<file path="src/sv/char_lcd_4bit_write_sequencer_core_macros.svh">
// Assertion macros shared by the sequencer modules.
`ifndef CHAR_LCD_4BIT_WRITE_SEQUENCER_CORE_MACROS_SVH
`define CHAR_LCD_4BIT_WRITE_SEQUENCER_CORE_MACROS_SVH

`ifndef SYNTHESIS
`define LCD4W_ASSERT(lbl, clk, rst, prop) \
    lbl: assert property (@(posedge clk) disable iff (!rst) prop) \
        else $error("lcd4w assertion failed");
`define LCD4W_ASSERT_IMP(lbl, clk, rst, ante, cons) \
    lbl: assert property (@(posedge clk) disable iff (!rst) (ante) |-> (cons)) \
        else $error("lcd4w implication failed");
`else
`define LCD4W_ASSERT(lbl, clk, rst, prop)
`define LCD4W_ASSERT_IMP(lbl, clk, rst, ante, cons)
`endif

`endif

</file>
<file path="src/sv/lcd4w_pkg.sv">
package lcd4w_pkg;

    localparam int OPCODE_W    = 3;
    localparam int BYTE_W      = 8;
    localparam int LINE_SEL_W  = 2;
    localparam int NIBBLE_W    = 4;
    localparam int HOLD_W      = 18;
    localparam int WAIT_W      = 16;
    localparam int PULSE_W     = 8;
    localparam int COL_W       = 5;
    localparam int CFG_IDX_W   = 2;
    localparam int CFG_DATA_W  = 16;
    localparam int INIT_IDX_W  = 3;

    localparam int LINE_CHARS_DEFAULT = 16;

    localparam logic [PULSE_W-1:0] PULSE_RESET   = 8'd40;
    localparam logic [WAIT_W-1:0]  DATA_RESET    = 16'd2000;
    localparam logic [WAIT_W-1:0]  COMMAND_RESET = 16'd5000;
    localparam logic [WAIT_W-1:0]  STARTUP_RESET = 16'd20000;

    localparam logic [INIT_IDX_W-1:0] INIT_LAST_IDX = 3'd5;
    localparam logic [LINE_SEL_W-1:0] LINE_TWO_SEL  = 2'd2;

    localparam logic [BYTE_W-1:0] LINE_ONE_ADDR = 8'h80;
    localparam logic [BYTE_W-1:0] LINE_TWO_ADDR = 8'hC0;
    localparam logic [BYTE_W-1:0] SPACE_CHAR    = 8'h20;

    typedef enum logic [OPCODE_W-1:0] {
        OP_COMMAND = 3'd0,
        OP_DATA    = 3'd1,
        OP_INIT    = 3'd2,
        OP_LINE    = 3'd3,
        OP_PAD     = 3'd4
    } opcode_t;

    typedef enum logic [CFG_IDX_W-1:0] {
        CFG_PULSE   = 2'd0,
        CFG_DATA    = 2'd1,
        CFG_COMMAND = 2'd2,
        CFG_STARTUP = 2'd3
    } cfg_index_t;

    typedef enum logic [1:0] {
        SRC_REQ,
        SRC_INIT,
        SRC_LINE,
        SRC_SPACE
    } byte_src_t;

    typedef enum logic [2:0] {
        HOLD_PULSE,
        HOLD_DATA,
        HOLD_CMD,
        HOLD_START,
        HOLD_CMD_START,
        HOLD_CMD_TWICE
    } hold_sel_t;

    typedef enum logic [1:0] {
        COL_KEEP,
        COL_INC,
        COL_CLEAR
    } col_op_t;

    typedef struct packed {
        logic                  load;
        logic                  emit;
        logic                  rs;
        logic                  enable;
        logic                  low_half;
        logic                  zero_nibble;
        byte_src_t             src;
        logic [INIT_IDX_W-1:0] init_idx;
        hold_sel_t             hold;
        logic                  last;
        col_op_t               col_op;
    } lcd4w_cmd_t;

    typedef struct packed {
        logic slot_free;
        logic col_full;
        logic col_last;
    } lcd4w_stat_t;

    function automatic logic [BYTE_W-1:0] init_cmd(input logic [INIT_IDX_W-1:0] idx);
        logic [BYTE_W-1:0] b;
        case (idx)
            3'd0:    b = 8'h33;
            3'd1:    b = 8'h33;
            3'd2:    b = 8'h32;
            3'd3:    b = 8'h28;
            3'd4:    b = 8'h0C;
            3'd5:    b = 8'h01;
            default: b = 8'h01;
        endcase
        return b;
    endfunction

endpackage

</file>
<file path="src/sv/lcd4w_dpath.sv">
`include "char_lcd_4bit_write_sequencer_core_macros.svh"

module lcd4w_dpath
    import lcd4w_pkg::*;
#(
    parameter int LINE_CHARS = LINE_CHARS_DEFAULT
)
(
    input  logic                  clk,
    input  logic                  rst_n,
    input  lcd4w_cmd_t            cmd,
    output lcd4w_stat_t           status,
    input  logic [BYTE_W-1:0]     byte_value,
    input  logic [LINE_SEL_W-1:0] line_select,
    input  logic                  cfg_we,
    input  logic [CFG_IDX_W-1:0]  cfg_index,
    input  logic [CFG_DATA_W-1:0] cfg_data,
    input  logic                  result_ready,
    output logic                  result_valid,
    output logic                  reg_select,
    output logic                  enable,
    output logic [NIBBLE_W-1:0]   nibble,
    output logic [HOLD_W-1:0]     hold_us,
    output logic                  last
);

    localparam logic [COL_W-1:0] LINE_LIM = COL_W'(LINE_CHARS);

    logic [PULSE_W-1:0]  pulse_reg;
    logic [WAIT_W-1:0]   data_wait_reg;
    logic [WAIT_W-1:0]   cmd_wait_reg;
    logic [WAIT_W-1:0]   start_wait_reg;
    logic [COL_W-1:0]    col_reg, col_next;
    logic [BYTE_W-1:0]   byte_reg;
    logic                line_two_reg;
    logic                valid_reg, valid_next;
    logic                rs_reg;
    logic                en_reg;
    logic [NIBBLE_W-1:0] nib_reg;
    logic [HOLD_W-1:0]   hold_reg;
    logic                last_reg;

    logic [BYTE_W-1:0]   cur_byte;
    logic [NIBBLE_W-1:0] cur_nib;
    logic [HOLD_W-1:0]   cur_hold;

    assign status.slot_free = !valid_reg || result_ready;
    assign status.col_full  = (col_reg >= LINE_LIM);
    assign status.col_last  = (col_reg == LINE_LIM - COL_W'(1));

    always_comb
    begin
        case (cmd.src)
            SRC_INIT:  cur_byte = init_cmd(cmd.init_idx);
            SRC_LINE:  cur_byte = line_two_reg ? LINE_TWO_ADDR : LINE_ONE_ADDR;
            SRC_SPACE: cur_byte = SPACE_CHAR;
            default:   cur_byte = byte_reg;
        endcase

        if (cmd.zero_nibble)
            cur_nib = '0;
        else if (cmd.low_half)
            cur_nib = cur_byte[3:0];
        else
            cur_nib = cur_byte[7:4];

        case (cmd.hold)
            HOLD_DATA:      cur_hold = HOLD_W'(data_wait_reg);
            HOLD_CMD:       cur_hold = HOLD_W'(cmd_wait_reg);
            HOLD_START:     cur_hold = HOLD_W'(start_wait_reg);
            HOLD_CMD_START: cur_hold = HOLD_W'(cmd_wait_reg) + HOLD_W'(start_wait_reg);
            HOLD_CMD_TWICE: cur_hold = HOLD_W'({cmd_wait_reg, 1'b0});
            default:        cur_hold = HOLD_W'(pulse_reg);
        endcase

        case (cmd.col_op)
            COL_CLEAR: col_next = '0;
            COL_INC:   col_next = status.col_full ? col_reg : col_reg + COL_W'(1);
            default:   col_next = col_reg;
        endcase

        if (cmd.emit)
            valid_next = 1'b1;
        else if (result_ready)
            valid_next = 1'b0;
        else
            valid_next = valid_reg;
    end

    always_ff @(posedge clk or negedge rst_n)
    begin
        if (!rst_n)
        begin
            pulse_reg      <= PULSE_RESET;
            data_wait_reg  <= DATA_RESET;
            cmd_wait_reg   <= COMMAND_RESET;
            start_wait_reg <= STARTUP_RESET;
            col_reg        <= '0;
            valid_reg      <= 1'b0;
        end
        else
        begin
            if (cfg_we)
            begin
                case (cfg_index)
                    CFG_PULSE:   pulse_reg      <= cfg_data[PULSE_W-1:0];
                    CFG_DATA:    data_wait_reg  <= cfg_data[WAIT_W-1:0];
                    CFG_COMMAND: cmd_wait_reg   <= cfg_data[WAIT_W-1:0];
                    default:     start_wait_reg <= cfg_data[WAIT_W-1:0];
                endcase
            end
            col_reg   <= col_next;
            valid_reg <= valid_next;
        end
    end

    always_ff @(posedge clk)
    begin
        if (cmd.load)
        begin
            byte_reg     <= byte_value;
            line_two_reg <= (line_select == LINE_TWO_SEL);
        end
        if (cmd.emit)
        begin
            rs_reg   <= cmd.rs;
            en_reg   <= cmd.enable;
            nib_reg  <= cur_nib;
            hold_reg <= cur_hold;
            last_reg <= cmd.last;
        end
    end

    assign result_valid = valid_reg;
    assign reg_select   = rs_reg;
    assign enable       = en_reg;
    assign nibble       = nib_reg;
    assign hold_us      = hold_reg;
    assign last         = last_reg;

    `LCD4W_ASSERT_IMP(a_col_bound, clk, rst_n, 1'b1, col_reg <= LINE_LIM)
    `LCD4W_ASSERT_IMP(a_emit_slot, clk, rst_n, cmd.emit, !valid_reg || result_ready)
    `LCD4W_ASSERT(a_col_clear, clk, rst_n, (cmd.col_op == COL_CLEAR) |=> col_reg == '0)

endmodule

</file>
<file path="config.mk">
export PLATFORM = sky130hd
export DESIGN_NAME = lcd4w_dpath
export DESIGN_NICKNAME = d
export VERILOG_FILES = /design/src/sv/lcd4w_pkg.sv /design/src/sv/lcd4w_dpath.sv
export VERILOG_INCLUDE_DIRS = /design/src /design/src/sv
export SDC_FILE = /design/constraint.sdc
export NUM_CORES = 1
export LEC_CHECK = 0
export BUFFER_PORTS_ARGS = -buffer_cell sky130_fd_sc_hd__buf_2
export CAP_MARGIN = 0
export CELL_PAD_IN_SITES_DETAIL_PLACEMENT = 1
export CELL_PAD_IN_SITES_GLOBAL_PLACEMENT = 1
export CORE_UTILIZATION = 30
export DETAILED_ROUTE_END_ITERATION = 12
export PLACE_DENSITY_LB_ADDON = 0.1
export SYNTH_ARGS = -nofsm -noshare
export SYNTH_HDL_FRONTEND = slang
export SYNTH_SLANG_ARGS = --single-unit
</file>
<file path="constraint.sdc">
create_clock -name clk -period 2.9 [get_ports clk]
set_input_delay 0.29 -clock clk [delete_from_list [all_inputs] [get_ports clk]]
set_output_delay 0.29 -clock clk [all_outputs]
set_load 0.05 [all_outputs]
</file>
==> metrics.txt <==
Final Critical Period=2.61 ns; Arr. time, crit path=2.71 ns; Max Clock Freq=384 MHz; DP HPWL=10.5 mm; Cell Pwr Density=709 mW/mm²; post-route clock period utilization=89.9%; crit path launch type=flop; max reg flops=17; largest net degree at the start of global routing=43; Clock Sinks=95; Area growth, synth to finish=17.2%; Ys Warns=0; Critical R2R Capture=hold_us[14]; Remaining DRCs=0; GPL Wtd Cong=0.833; register area share after synthesis=48.9%; largest area contributor in the netlist=dfrtp_1; ranking of synthesized cells by area=dfrtp_1 (21%), edfxtp_1 (19%), mux2_2 (13%); worst setup path start=cmd_wait_reg[0]; crit end category=flop; Die Ht=134 µm; Mean Syn Cell Area=11.5 µm²; layout cells sized above 1=35.3%; via count=3855; synth unique cells=67; Wirelength per Cell=18.9 µm; Detailed Route Iter0 Violations=206; R2R depth=8; Yosys top cell area share=21.0%; total track usage=17.0%; Filler cells=1891; first-pass GRT wire length=22.9 mm; final setup fails=0; P_leak=0.00258 µW; Hold Path Class=input pin to flop; Post-DP Area=0.00586 mm²; Syn Inst Count=458; CTS clk-pin slew, worst paths=0.07 ns; Cell Area, Synth=0.00525 mm²; HP Start=cmd[14]; CTS max path bufs=2; RSZ-0062 raised after global routing=false; Reg-to-Reg Start=cmd_wait_reg[0]; setup TNS=0 ns; crit path kind=flop to flop; synthesized flop and latch total=95; # IOs=78; Hold Crit Depth=1; maximum clock skew at final layout=0.0102 ns; Rel. slew slack=41.1%; initial antenna violation count=0; core footprint=0.0168 mm²; layout net count=603; Worst Max-Slew Pin Slew=0.879 ns; TritonRoute pass-1 iters=4; most frequent cells in the layout=buf_2 (76), mux2_2 (60), dfrtp_1 (44); total grt overflow=0; antenna fix cells=0; Util after Layout=36.6%; Initial Util=31.2%; WHS Endpoint=reg_select; number of setup buffers added after CTS=0; max_cap viols=0; CTS tree=done; Post-synth EDFFs=33; final hold viol count=0; Net Count, Synth=527; port bufs=76; die width=134 µm; root buf cell=clkbuf_16; routed wire length=14.3 mm; routed vias/inst=5.08; internal reg-to-reg setup slack=0.29 ns; H-tree depth=3; CTS buffer count=9; async set or reset register ratio after synthesis=65.3%; worst vdd ir=0.321 mV; Slew Limit Fails=0; remaining antenna violation count=0; Finished Cell Area=0.00615 mm²; commonest non-fill, non-tap cell in the layout=buf_2; vias in the first global route=4037; top_reg_cell synth=dfrtp_1; status=finished, final reports clean; critical path data required time=3.00 ns; CP Max Fanout=5; clock latency at the later pin of the worst-skew pair=0.35 ns; area of the die=0.0180 mm²; std cell rows=47
[stage by stage]
step                power, µW  instances  hold WS [ns]  setup WS (ns)
CTS                      4420        759        0.0988          0.284
global placement         3230        742         0.284          0.333
detailed placement       3260        742         0.291          0.299
floorplan                2860        458      -0.00559          0.526
finish                   4360        759         0.112          0.293
global route             4620        759         0.101          0.169
[cells by family (layout without fill, tap and decap cells)]
group           after synthesis  count (layout)  synth area share (%)
compound gates              115             115                  15.1
xor+xnor                      8               8                  1.34
fa+ha+maj                    20              20                  4.91
buf+inv                      29             110                  2.57
flops                        95              95                  48.9
mux                          76              76                  16.4
other cells                   1               1                0.0715
simple gates                114             114                  10.8
[critical path, cell delays in order, from the launching register on]
cell      delay [ns]
dfrtp_1         0.41
ha_1            0.25
fa_1            0.42
a21o_2          0.24
a221oi_4        0.40
nor2_1          0.08
a41oi_1         0.27
mux2i_1         0.21
o21ai_1         0.07
[worst max path at each step]
stage	slack (ns)	depth (start not counted)	end
floorplan	0.53	8	hold_us[12]
global placement	0.33	8	hold_us[14]
detailed placement	0.30	8	hold_us[14]
CTS	0.28	8	hold_us[14]
global route	0.17	8	hold_us[14]
finish	0.29	8	hold_us[14]
[synth_stat cells, types with 3 or more instances]
cell,n
inv_1,8
xnor2_1,5
nor2b_1,10
nand3_1,9
a31oi_1,3
a211oi_1,4
o21a_1,4
nand2b_1,7
o22ai_1,9
o211ai_1,3
nor2_1,33
dfstp_2,18
clkbuf_1,13
xor2_1,3
ha_1,19
mux2i_1,14
dfrtp_1,44
nand3b_1,3
buf_2,3
a21o_1,7
edfxtp_1,33
o21ai_1,8
nor3_1,4
a21oi_1,36
nand2_1,29
mux2_2,60
nand4_1,4
nor4_1,3
o21ai_0,14
nor3b_1,3
[what timing repair did]
action                     4_1_cts  5_1_grt
gates resized for setup          0        0
hold endpoints to repair        17        0
hold buffers                     1        0
setup endpoints to repair        0        0
[area by class of cell]
cell class / count / area, µm² / area share, %
clock buffer: 13 / 260 / 4.23
clock inverter: 3 / 17.5 / 0.285
inverter: 9 / 33.8 / 0.549
multi-input combinational: 334 / 2550 / 41.4
sequential: 95 / 2560 / 41.7
tap: 220 / 275 / 4.48
timing repair buffer: 85 / 450 / 7.32
[power by group]
part           total, µW  switching [µW]  leakage [µW]  internal (µW)
clock network       1130             503      0.000136            626
logic               1410             831       0.00140            582
registers           1810             162       0.00105           1650
[per-layer routing]
| metal | wire [µm] | up-vias | track usage, % |
|---|---|---|---|
| met5 | 0 | - | 0 |
| met4 | 221 | 0 | 6.18 |
| li1 | - | 1856 | - |
| met3 | 484 | 12 | 2.65 |
| met2 | 6430 | 77 | 26.2 |
| met1 | 7190 | 1910 | 23.9 |
Note: power is estimated with default switching activity, not from simulation.
