--- src/sv/char_lcd_4bit_write_sequencer_core_macros.svh ---
// Assertion macros shared by the sequencer modules.
`ifndef CHAR_LCD_4BIT_WRITE_SEQUENCER_CORE_MACROS_SVH
`define CHAR_LCD_4BIT_WRITE_SEQUENCER_CORE_MACROS_SVH

`ifndef SYNTHESIS
`define LCD4W_ASSERT(lbl, clk, rst, prop) \
    lbl: assert property (@(posedge clk) disable iff (!rst) prop) \
        else $error("lcd4w assertion failed");
`define LCD4W_ASSERT_IMP(lbl, clk, rst, ante, cons) \
    lbl: assert property (@(posedge clk) disable iff (!rst) (ante) |-> (cons)) \
        else $error("lcd4w implication failed");
`else
`define LCD4W_ASSERT(lbl, clk, rst, prop)
`define LCD4W_ASSERT_IMP(lbl, clk, rst, ante, cons)
`endif

`endif

--- src/sv/lcd4w_pkg.sv ---
package lcd4w_pkg;

    localparam int OPCODE_W    = 3;
    localparam int BYTE_W      = 8;
    localparam int LINE_SEL_W  = 2;
    localparam int NIBBLE_W    = 4;
    localparam int HOLD_W      = 18;
    localparam int WAIT_W      = 16;
    localparam int PULSE_W     = 8;
    localparam int COL_W       = 5;
    localparam int CFG_IDX_W   = 2;
    localparam int CFG_DATA_W  = 16;
    localparam int INIT_IDX_W  = 3;

    localparam int LINE_CHARS_DEFAULT = 16;

    localparam logic [PULSE_W-1:0] PULSE_RESET   = 8'd40;
    localparam logic [WAIT_W-1:0]  DATA_RESET    = 16'd2000;
    localparam logic [WAIT_W-1:0]  COMMAND_RESET = 16'd5000;
    localparam logic [WAIT_W-1:0]  STARTUP_RESET = 16'd20000;

    localparam logic [INIT_IDX_W-1:0] INIT_LAST_IDX = 3'd5;
    localparam logic [LINE_SEL_W-1:0] LINE_TWO_SEL  = 2'd2;

    localparam logic [BYTE_W-1:0] LINE_ONE_ADDR = 8'h80;
    localparam logic [BYTE_W-1:0] LINE_TWO_ADDR = 8'hC0;
    localparam logic [BYTE_W-1:0] SPACE_CHAR    = 8'h20;

    typedef enum logic [OPCODE_W-1:0] {
        OP_COMMAND = 3'd0,
        OP_DATA    = 3'd1,
        OP_INIT    = 3'd2,
        OP_LINE    = 3'd3,
        OP_PAD     = 3'd4
    } opcode_t;

    typedef enum logic [CFG_IDX_W-1:0] {
        CFG_PULSE   = 2'd0,
        CFG_DATA    = 2'd1,
        CFG_COMMAND = 2'd2,
        CFG_STARTUP = 2'd3
    } cfg_index_t;

    typedef enum logic [1:0] {
        SRC_REQ,
        SRC_INIT,
        SRC_LINE,
        SRC_SPACE
    } byte_src_t;

    typedef enum logic [2:0] {
        HOLD_PULSE,
        HOLD_DATA,
        HOLD_CMD,
        HOLD_START,
        HOLD_CMD_START,
        HOLD_CMD_TWICE
    } hold_sel_t;

    typedef enum logic [1:0] {
        COL_KEEP,
        COL_INC,
        COL_CLEAR
    } col_op_t;

    typedef struct packed {
        logic                  load;
        logic                  emit;
        logic                  rs;
        logic                  enable;
        logic                  low_half;
        logic                  zero_nibble;
        byte_src_t             src;
        logic [INIT_IDX_W-1:0] init_idx;
        hold_sel_t             hold;
        logic                  last;
        col_op_t               col_op;
    } lcd4w_cmd_t;

    typedef struct packed {
        logic slot_free;
        logic col_full;
        logic col_last;
    } lcd4w_stat_t;

    function automatic logic [BYTE_W-1:0] init_cmd(input logic [INIT_IDX_W-1:0] idx);
        logic [BYTE_W-1:0] b;
        case (idx)
            3'd0:    b = 8'h33;
            3'd1:    b = 8'h33;
            3'd2:    b = 8'h32;
            3'd3:    b = 8'h28;
            3'd4:    b = 8'h0C;
            3'd5:    b = 8'h01;
            default: b = 8'h01;
        endcase
        return b;
    endfunction

endpackage

--- src/sv/lcd4w_ctrl.sv ---
`include "char_lcd_4bit_write_sequencer_core_macros.svh"

module lcd4w_ctrl
    import lcd4w_pkg::*;
(
    input  logic                clk,
    input  logic                rst_n,
    input  logic                req_valid,
    input  logic [OPCODE_W-1:0] req_opcode,
    input  lcd4w_stat_t         status,
    output logic                req_ready,
    output lcd4w_cmd_t          cmd
);

    typedef enum logic [1:0] {
        S_IDLE,
        S_STARTUP,
        S_BYTE
    } state_t;

    state_t                state_reg, state_next;
    logic [OPCODE_W-1:0]   op_reg, op_next;
    logic [1:0]            phase_reg, phase_next;
    logic [INIT_IDX_W-1:0] idx_reg, idx_next;
    logic                  accept;
    logic                  final_phase;

    assign req_ready   = (state_reg == S_IDLE);
    assign accept      = req_valid && req_ready;
    assign final_phase = (phase_reg == 2'd3);

    always_comb
    begin
        state_next       = state_reg;
        op_next          = op_reg;
        phase_next       = phase_reg;
        idx_next         = idx_reg;
        cmd              = '0;
        cmd.src          = SRC_REQ;
        cmd.hold         = HOLD_PULSE;
        cmd.col_op       = COL_KEEP;
        cmd.init_idx     = idx_reg;

        case (state_reg)
            S_IDLE:
            begin
                if (accept)
                begin
                    cmd.load   = 1'b1;
                    op_next    = req_opcode;
                    phase_next = 2'd0;
                    idx_next   = '0;
                    case (req_opcode)
                        OP_COMMAND, OP_DATA:
                        begin
                            state_next = S_BYTE;
                        end
                        OP_LINE:
                        begin
                            cmd.col_op = COL_CLEAR;
                            state_next = S_BYTE;
                        end
                        OP_INIT:
                        begin
                            cmd.col_op = COL_CLEAR;
                            state_next = S_STARTUP;
                        end
                        OP_PAD:
                        begin
                            if (!status.col_full)
                            begin
                                state_next = S_BYTE;
                            end
                        end
                        default:
                        begin
                            state_next = S_IDLE;
                        end
                    endcase
                end
            end

            S_STARTUP:
            begin
                if (status.slot_free)
                begin
                    cmd.emit        = 1'b1;
                    cmd.zero_nibble = 1'b1;
                    cmd.hold        = HOLD_START;
                    state_next      = S_BYTE;
                end
            end

            S_BYTE:
            begin
                cmd.enable   = ~phase_reg[0];
                cmd.low_half = phase_reg[1];
                cmd.rs       = (op_reg == OP_DATA) || (op_reg == OP_PAD);
                case (op_reg)
                    OP_INIT:  cmd.src = SRC_INIT;
                    OP_LINE:  cmd.src = SRC_LINE;
                    OP_PAD:   cmd.src = SRC_SPACE;
                    default:  cmd.src = SRC_REQ;
                endcase
                if (final_phase)
                begin
                    case (op_reg)
                        OP_COMMAND:
                        begin
                            cmd.hold = HOLD_CMD;
                            cmd.last = 1'b1;
                        end
                        OP_DATA:
                        begin
                            cmd.hold   = HOLD_DATA;
                            cmd.col_op = COL_INC;
                            cmd.last   = 1'b1;
                        end
                        OP_LINE:
                        begin
                            cmd.hold = HOLD_CMD_TWICE;
                            cmd.last = 1'b1;
                        end
                        OP_INIT:
                        begin
                            cmd.last = (idx_reg == INIT_LAST_IDX);
                            cmd.hold = cmd.last ? HOLD_CMD_START : HOLD_CMD;
                        end
                        default:
                        begin
                            cmd.hold   = HOLD_DATA;
                            cmd.col_op = COL_INC;
                            cmd.last   = status.col_last;
                        end
                    endcase
                end
                if (status.slot_free)
                begin
                    cmd.emit   = 1'b1;
                    phase_next = phase_reg + 2'd1;
                    if (final_phase)
                    begin
                        idx_next = idx_reg + 3'd1;
                        if (cmd.last)
                        begin
                            state_next = S_IDLE;
                        end
                    end
                end
                else
                begin
                    cmd.col_op = COL_KEEP;
                end
            end

            default:
            begin
                state_next = S_IDLE;
            end
        endcase
    end

    always_ff @(posedge clk or negedge rst_n)
    begin
        if (!rst_n)
        begin
            state_reg <= S_IDLE;
            op_reg    <= '0;
            phase_reg <= '0;
            idx_reg   <= '0;
        end
        else
        begin
            state_reg <= state_next;
            op_reg    <= op_next;
            phase_reg <= phase_next;
            idx_reg   <= idx_next;
        end
    end

    `LCD4W_ASSERT_IMP(a_emit_busy, clk, rst_n, cmd.emit, state_reg != S_IDLE)
    `LCD4W_ASSERT(a_last_to_idle, clk, rst_n, (cmd.emit && cmd.last) |=> state_reg == S_IDLE)
    `LCD4W_ASSERT_IMP(a_phase_in_byte, clk, rst_n, phase_reg != 2'd0, state_reg == S_BYTE)
    `LCD4W_ASSERT_IMP(a_init_idx, clk, rst_n, state_reg == S_BYTE && op_reg == OP_INIT,
                      idx_reg <= INIT_LAST_IDX)

endmodule

--- config.mk ---
export PLATFORM = sky130hd
export DESIGN_NAME = lcd4w_ctrl
export DESIGN_NICKNAME = d
export VERILOG_FILES = /design/src/sv/lcd4w_pkg.sv /design/src/sv/lcd4w_ctrl.sv
export VERILOG_INCLUDE_DIRS = /design/src /design/src/sv
export SDC_FILE = /design/constraint.sdc
export NUM_CORES = 1
export LEC_CHECK = 0
export BUFFER_PORTS_ARGS = -buffer_cell sky130_fd_sc_hd__clkbuf_2
export CAP_MARGIN = 20
export CORE_MARGIN = 2
export CORE_UTILIZATION = 40
export CTS_CLUSTER_DIAMETER = 80
export DETAILED_ROUTE_END_ITERATION = 8
export PLACE_DENSITY = 0.65
export SYNTH_ARGS = -nofsm -noshare
export SYNTH_HDL_FRONTEND = slang
export SYNTH_SLANG_ARGS = --single-unit
--- constraint.sdc ---
create_clock -name clk -period 2.3 [get_ports clk]
set_input_delay 0.46 -clock clk [delete_from_list [all_inputs] [get_ports clk]]
set_output_delay 0.46 -clock clk [all_outputs]
set_load 0.01 [all_outputs]
==> impl_results.md <==
- Status: finished, final reports clean
- Utilization after layout: 0.5013
- Pint: 0.5885 mW
- Final hold violation count: 0
- DP Cell Count: 143
- Post_cts resized: 0
- CTS tree: built
- Critical Path AT: 1650 ps
- Initial antenna violation count: 0
- Post-synthesis mux area share: 0.09380
- Worst r2r src: state_reg[0]
- Period utilization: 0.9174
- Largest family of logic cells by synthesized area: simple AND/OR/NAND/NOR gates
- Final number of max-transition violations: 0
- RR Endpoint: state_reg[0]
- Root Buffer: clkbuf_4
- Chip Height: 49.47 um
- Core region area: 1962 um^2
- DRT iter0 DRCs: 10
- Mapped Nets: 110
- Port buffer count: 26
- Grt total ovfl: 0
- DRC Markers: 0
- Maximum vdd ir drop: 653.5 uV
- Xor/xnor cell area share of the yosys netlist: 0.02118
- Gate Count Post-Synth: 95
- Max_slew headroom: 0.7918
- Combinational group share of total power: 0.594
- Adder-Cell Fraction of Synth Area: 0.09077
- Design Power: 1.071 mW
- Worst-Skew Late Latency: 260 ps
- Seq/Total Area, Yosys: 0.3026
- Startpoint class of the critical path: register
- Number of max-cap violations: 0
- H-tree Lvls: 1
- Max Used Layer: met4
- Slowest cell on crit path: dfrtp_1
- Clock power frac: 0.110
- Worst-margin pin slew: 312.4 ps
- Ys async rst share: 1.000
- Seq pwr share: 0.296
- CTS Hold Bufs: 0
- Number of synthesized flops with an enable pin: 0
- Final #Nets: 136
- Largest net degree at the start of global routing: 17
- Setup_tns: 0 ps
- Worst setup EP type: primary output
- Routed via count: 719
- First-pass GRT wire length: 2932 um
- Worst Hold Class: input port to async pin
- R2R setup slack: 490 ps
- Clk sinks: 10
- Fmax: 0.4739 GHz
- R2R depth: 6
- Register bit total from synthesis: 10
- Synthesized area: 827.0 um^2
- Clock slew seen by the registers of the worst setup and hold paths: 60 ps
- Wirelength, routed: 1710 um
- Worst path required time: 1840 ps
- Initial core utilization: 0.4216
- Synth Area in Compound Gates: 0.1392
- Area Growth Syn to Fin: 18.91%
- Worst clock skew: 1.375 ps
- Power density over cell area: 1089 nW/um^2
- Routability congestion estimate: 0.7854
- Vias in the first global route: 665
- Pleak: 0.4885 nW
- Clk buf depth: 2
- Final std cells w/o fill: 146
- Die ar.: 2447 um^2
- Io pins: 27
- Number of diodes: 0
- DR WL/cell: 11.71 um
- Slowest stage delay, CP: 390 ps
- Syn avg cell area: 8.706 um^2
- Cell area after layout: 983.4 um^2
- Total CTS buffers: 3
- Std-Cell Rows: 16
- CP Class: register to primary output
- Share of layout cells above drive strength 1: 0.3109
- NetSw: 0.4821 mW
- M1 wire length: 776 um
- Min Tclk post-route: 2110 ps
- DRT Pass-1 Iters: 4
- CP cell instances: inv_1, ha_2, nand2_1, o21ai_0, and2_1, clkbuf_2
- Met3 WL: 80 um
- Ys flop type: dfrtp_1
- GR Util All Layers: 0.1549
- Postcts setup bufs: 0
- Sw Share: 0.4503
- Count of cell types in the netlist: 37
- Placed inst area: 958.4 um^2
- Yosys warnings: 0
- Final setup violating endpoints: 0
- DP HPWL: 1417 um
- Die X: 49.47 um
- RSZ-0062 raised after global routing: no
- Simple-Gate Fraction of Synth Area: 0.2723
- Antenna viol nets, final: 0
- Met2 routed WL: 819 um
- Vias per Instance: 4.925
- CP max FO: 16
[power by group through the flow]
| stage | sequential, mW | combinational (mW) | clock (mW) |
|---|---|---|---|
| floorplan | 0.272 | 0.552 | 0 |
| global placement | 0.317 | 0.628 | 0 |
| detailed placement | 0.320 | 0.638 | 0 |
| CTS | 0.316 | 0.640 | 0.124 |
| global route | 0.330 | 0.716 | 0.131 |
| finish | 0.317 | 0.636 | 0.118 |
[cell usage in the layout (no fill, tap or decap), types with 2 or more instances in the layout]
master,n
a21oi_1,6
a22o_1,2
and2_1,3
clkbuf_2,26
clkbuf_4,3
dfrtp_1,10
ha_1,5
inv_1,9
mux2_2,2
mux2i_1,4
nand2_1,8
nand2b_1,3
nand3_1,4
nor2_1,8
nor2b_1,2
nor3b_1,2
o21ai_0,4
[layout make-up]
class	count	area, um^2
fillers	209	978.4
flip-flops and latches	10	250.2
multi-input cells	71	513.0
inverters	9	33.78
clock buffers	3	22.52
well taps	27	33.78
repair buffers	26	130.1
[logic make-up after synthesis]
group / after synthesis
AOI/OAI and AO/OA: 18
xor gates and xnor gates: 2
buffers and inverters: 14
DFF: 10
adders and majority gates: 6
and+or+nand+nor: 38
muxes: 7
[per-stage QoR]
step,hold WS [ps],worst slack [ps]
2_1_floorplan,164.4,450.8
3_3_place_gp,346.3,411.0
3_5_place_dp,348.7,332.5
4_1_cts,62.43,42.45
5_1_grt,73.57,63.17
6_report,55.22,190.0
[synth_stat cells, types with 2 or more instances]
cell      instances  area share
dfrtp_1          10        0.30
o21ai_0           4       0.024
nand2b_1          3       0.023
mux2_2            2       0.027
nor2_1            8       0.036
mux2i_1           4       0.048
ha_1              6       0.091
nor2b_1           2       0.015
nand3_1           4       0.024
nand2_1           8       0.036
nor3b_1           2       0.018
inv_1             9       0.041
and2_1            3       0.023
a22o_1            2       0.021
a21oi_1           6       0.036
[per-layer routing]
layer	global-route usage	up-vias
li1	-	374
met1	0.2000	321
met2	0.2365	20
met3	0.03333	4
met4	0.09259	0
met5	0	-
[worst max path at each step]
stage | slack (ps) | cells after the start | endpoint | from
2_1_floorplan | 450 | 5 | cmd[2] | state_reg[0]
3_3_place_gp | 410 | 6 | cmd[3] | state_reg[0]
3_5_place_dp | 330 | 6 | cmd[3] | state_reg[0]
4_1_cts | 40 | 6 | cmd[3] | state_reg[0]
5_1_grt | 60 | 6 | cmd[3] | state_reg[0]
6_report | 190 | 6 | cmd[3] | state_reg[0]
[worst max-delay path: cells and delay by family (launching register included)]
| family | cells | cell delay (ps) |
|---|---|---|
| flip-flops | 1 | 390 |
| adder cells (fa/ha/maj) | 1 | 340 |
| AND/OR/NAND/NOR | 2 | 290 |
| buffers and inverters | 2 | 220 |
| AO/OA/AOI/OAI | 1 | 150 |
No activity file was read; power rests on OpenSTA's default activity.
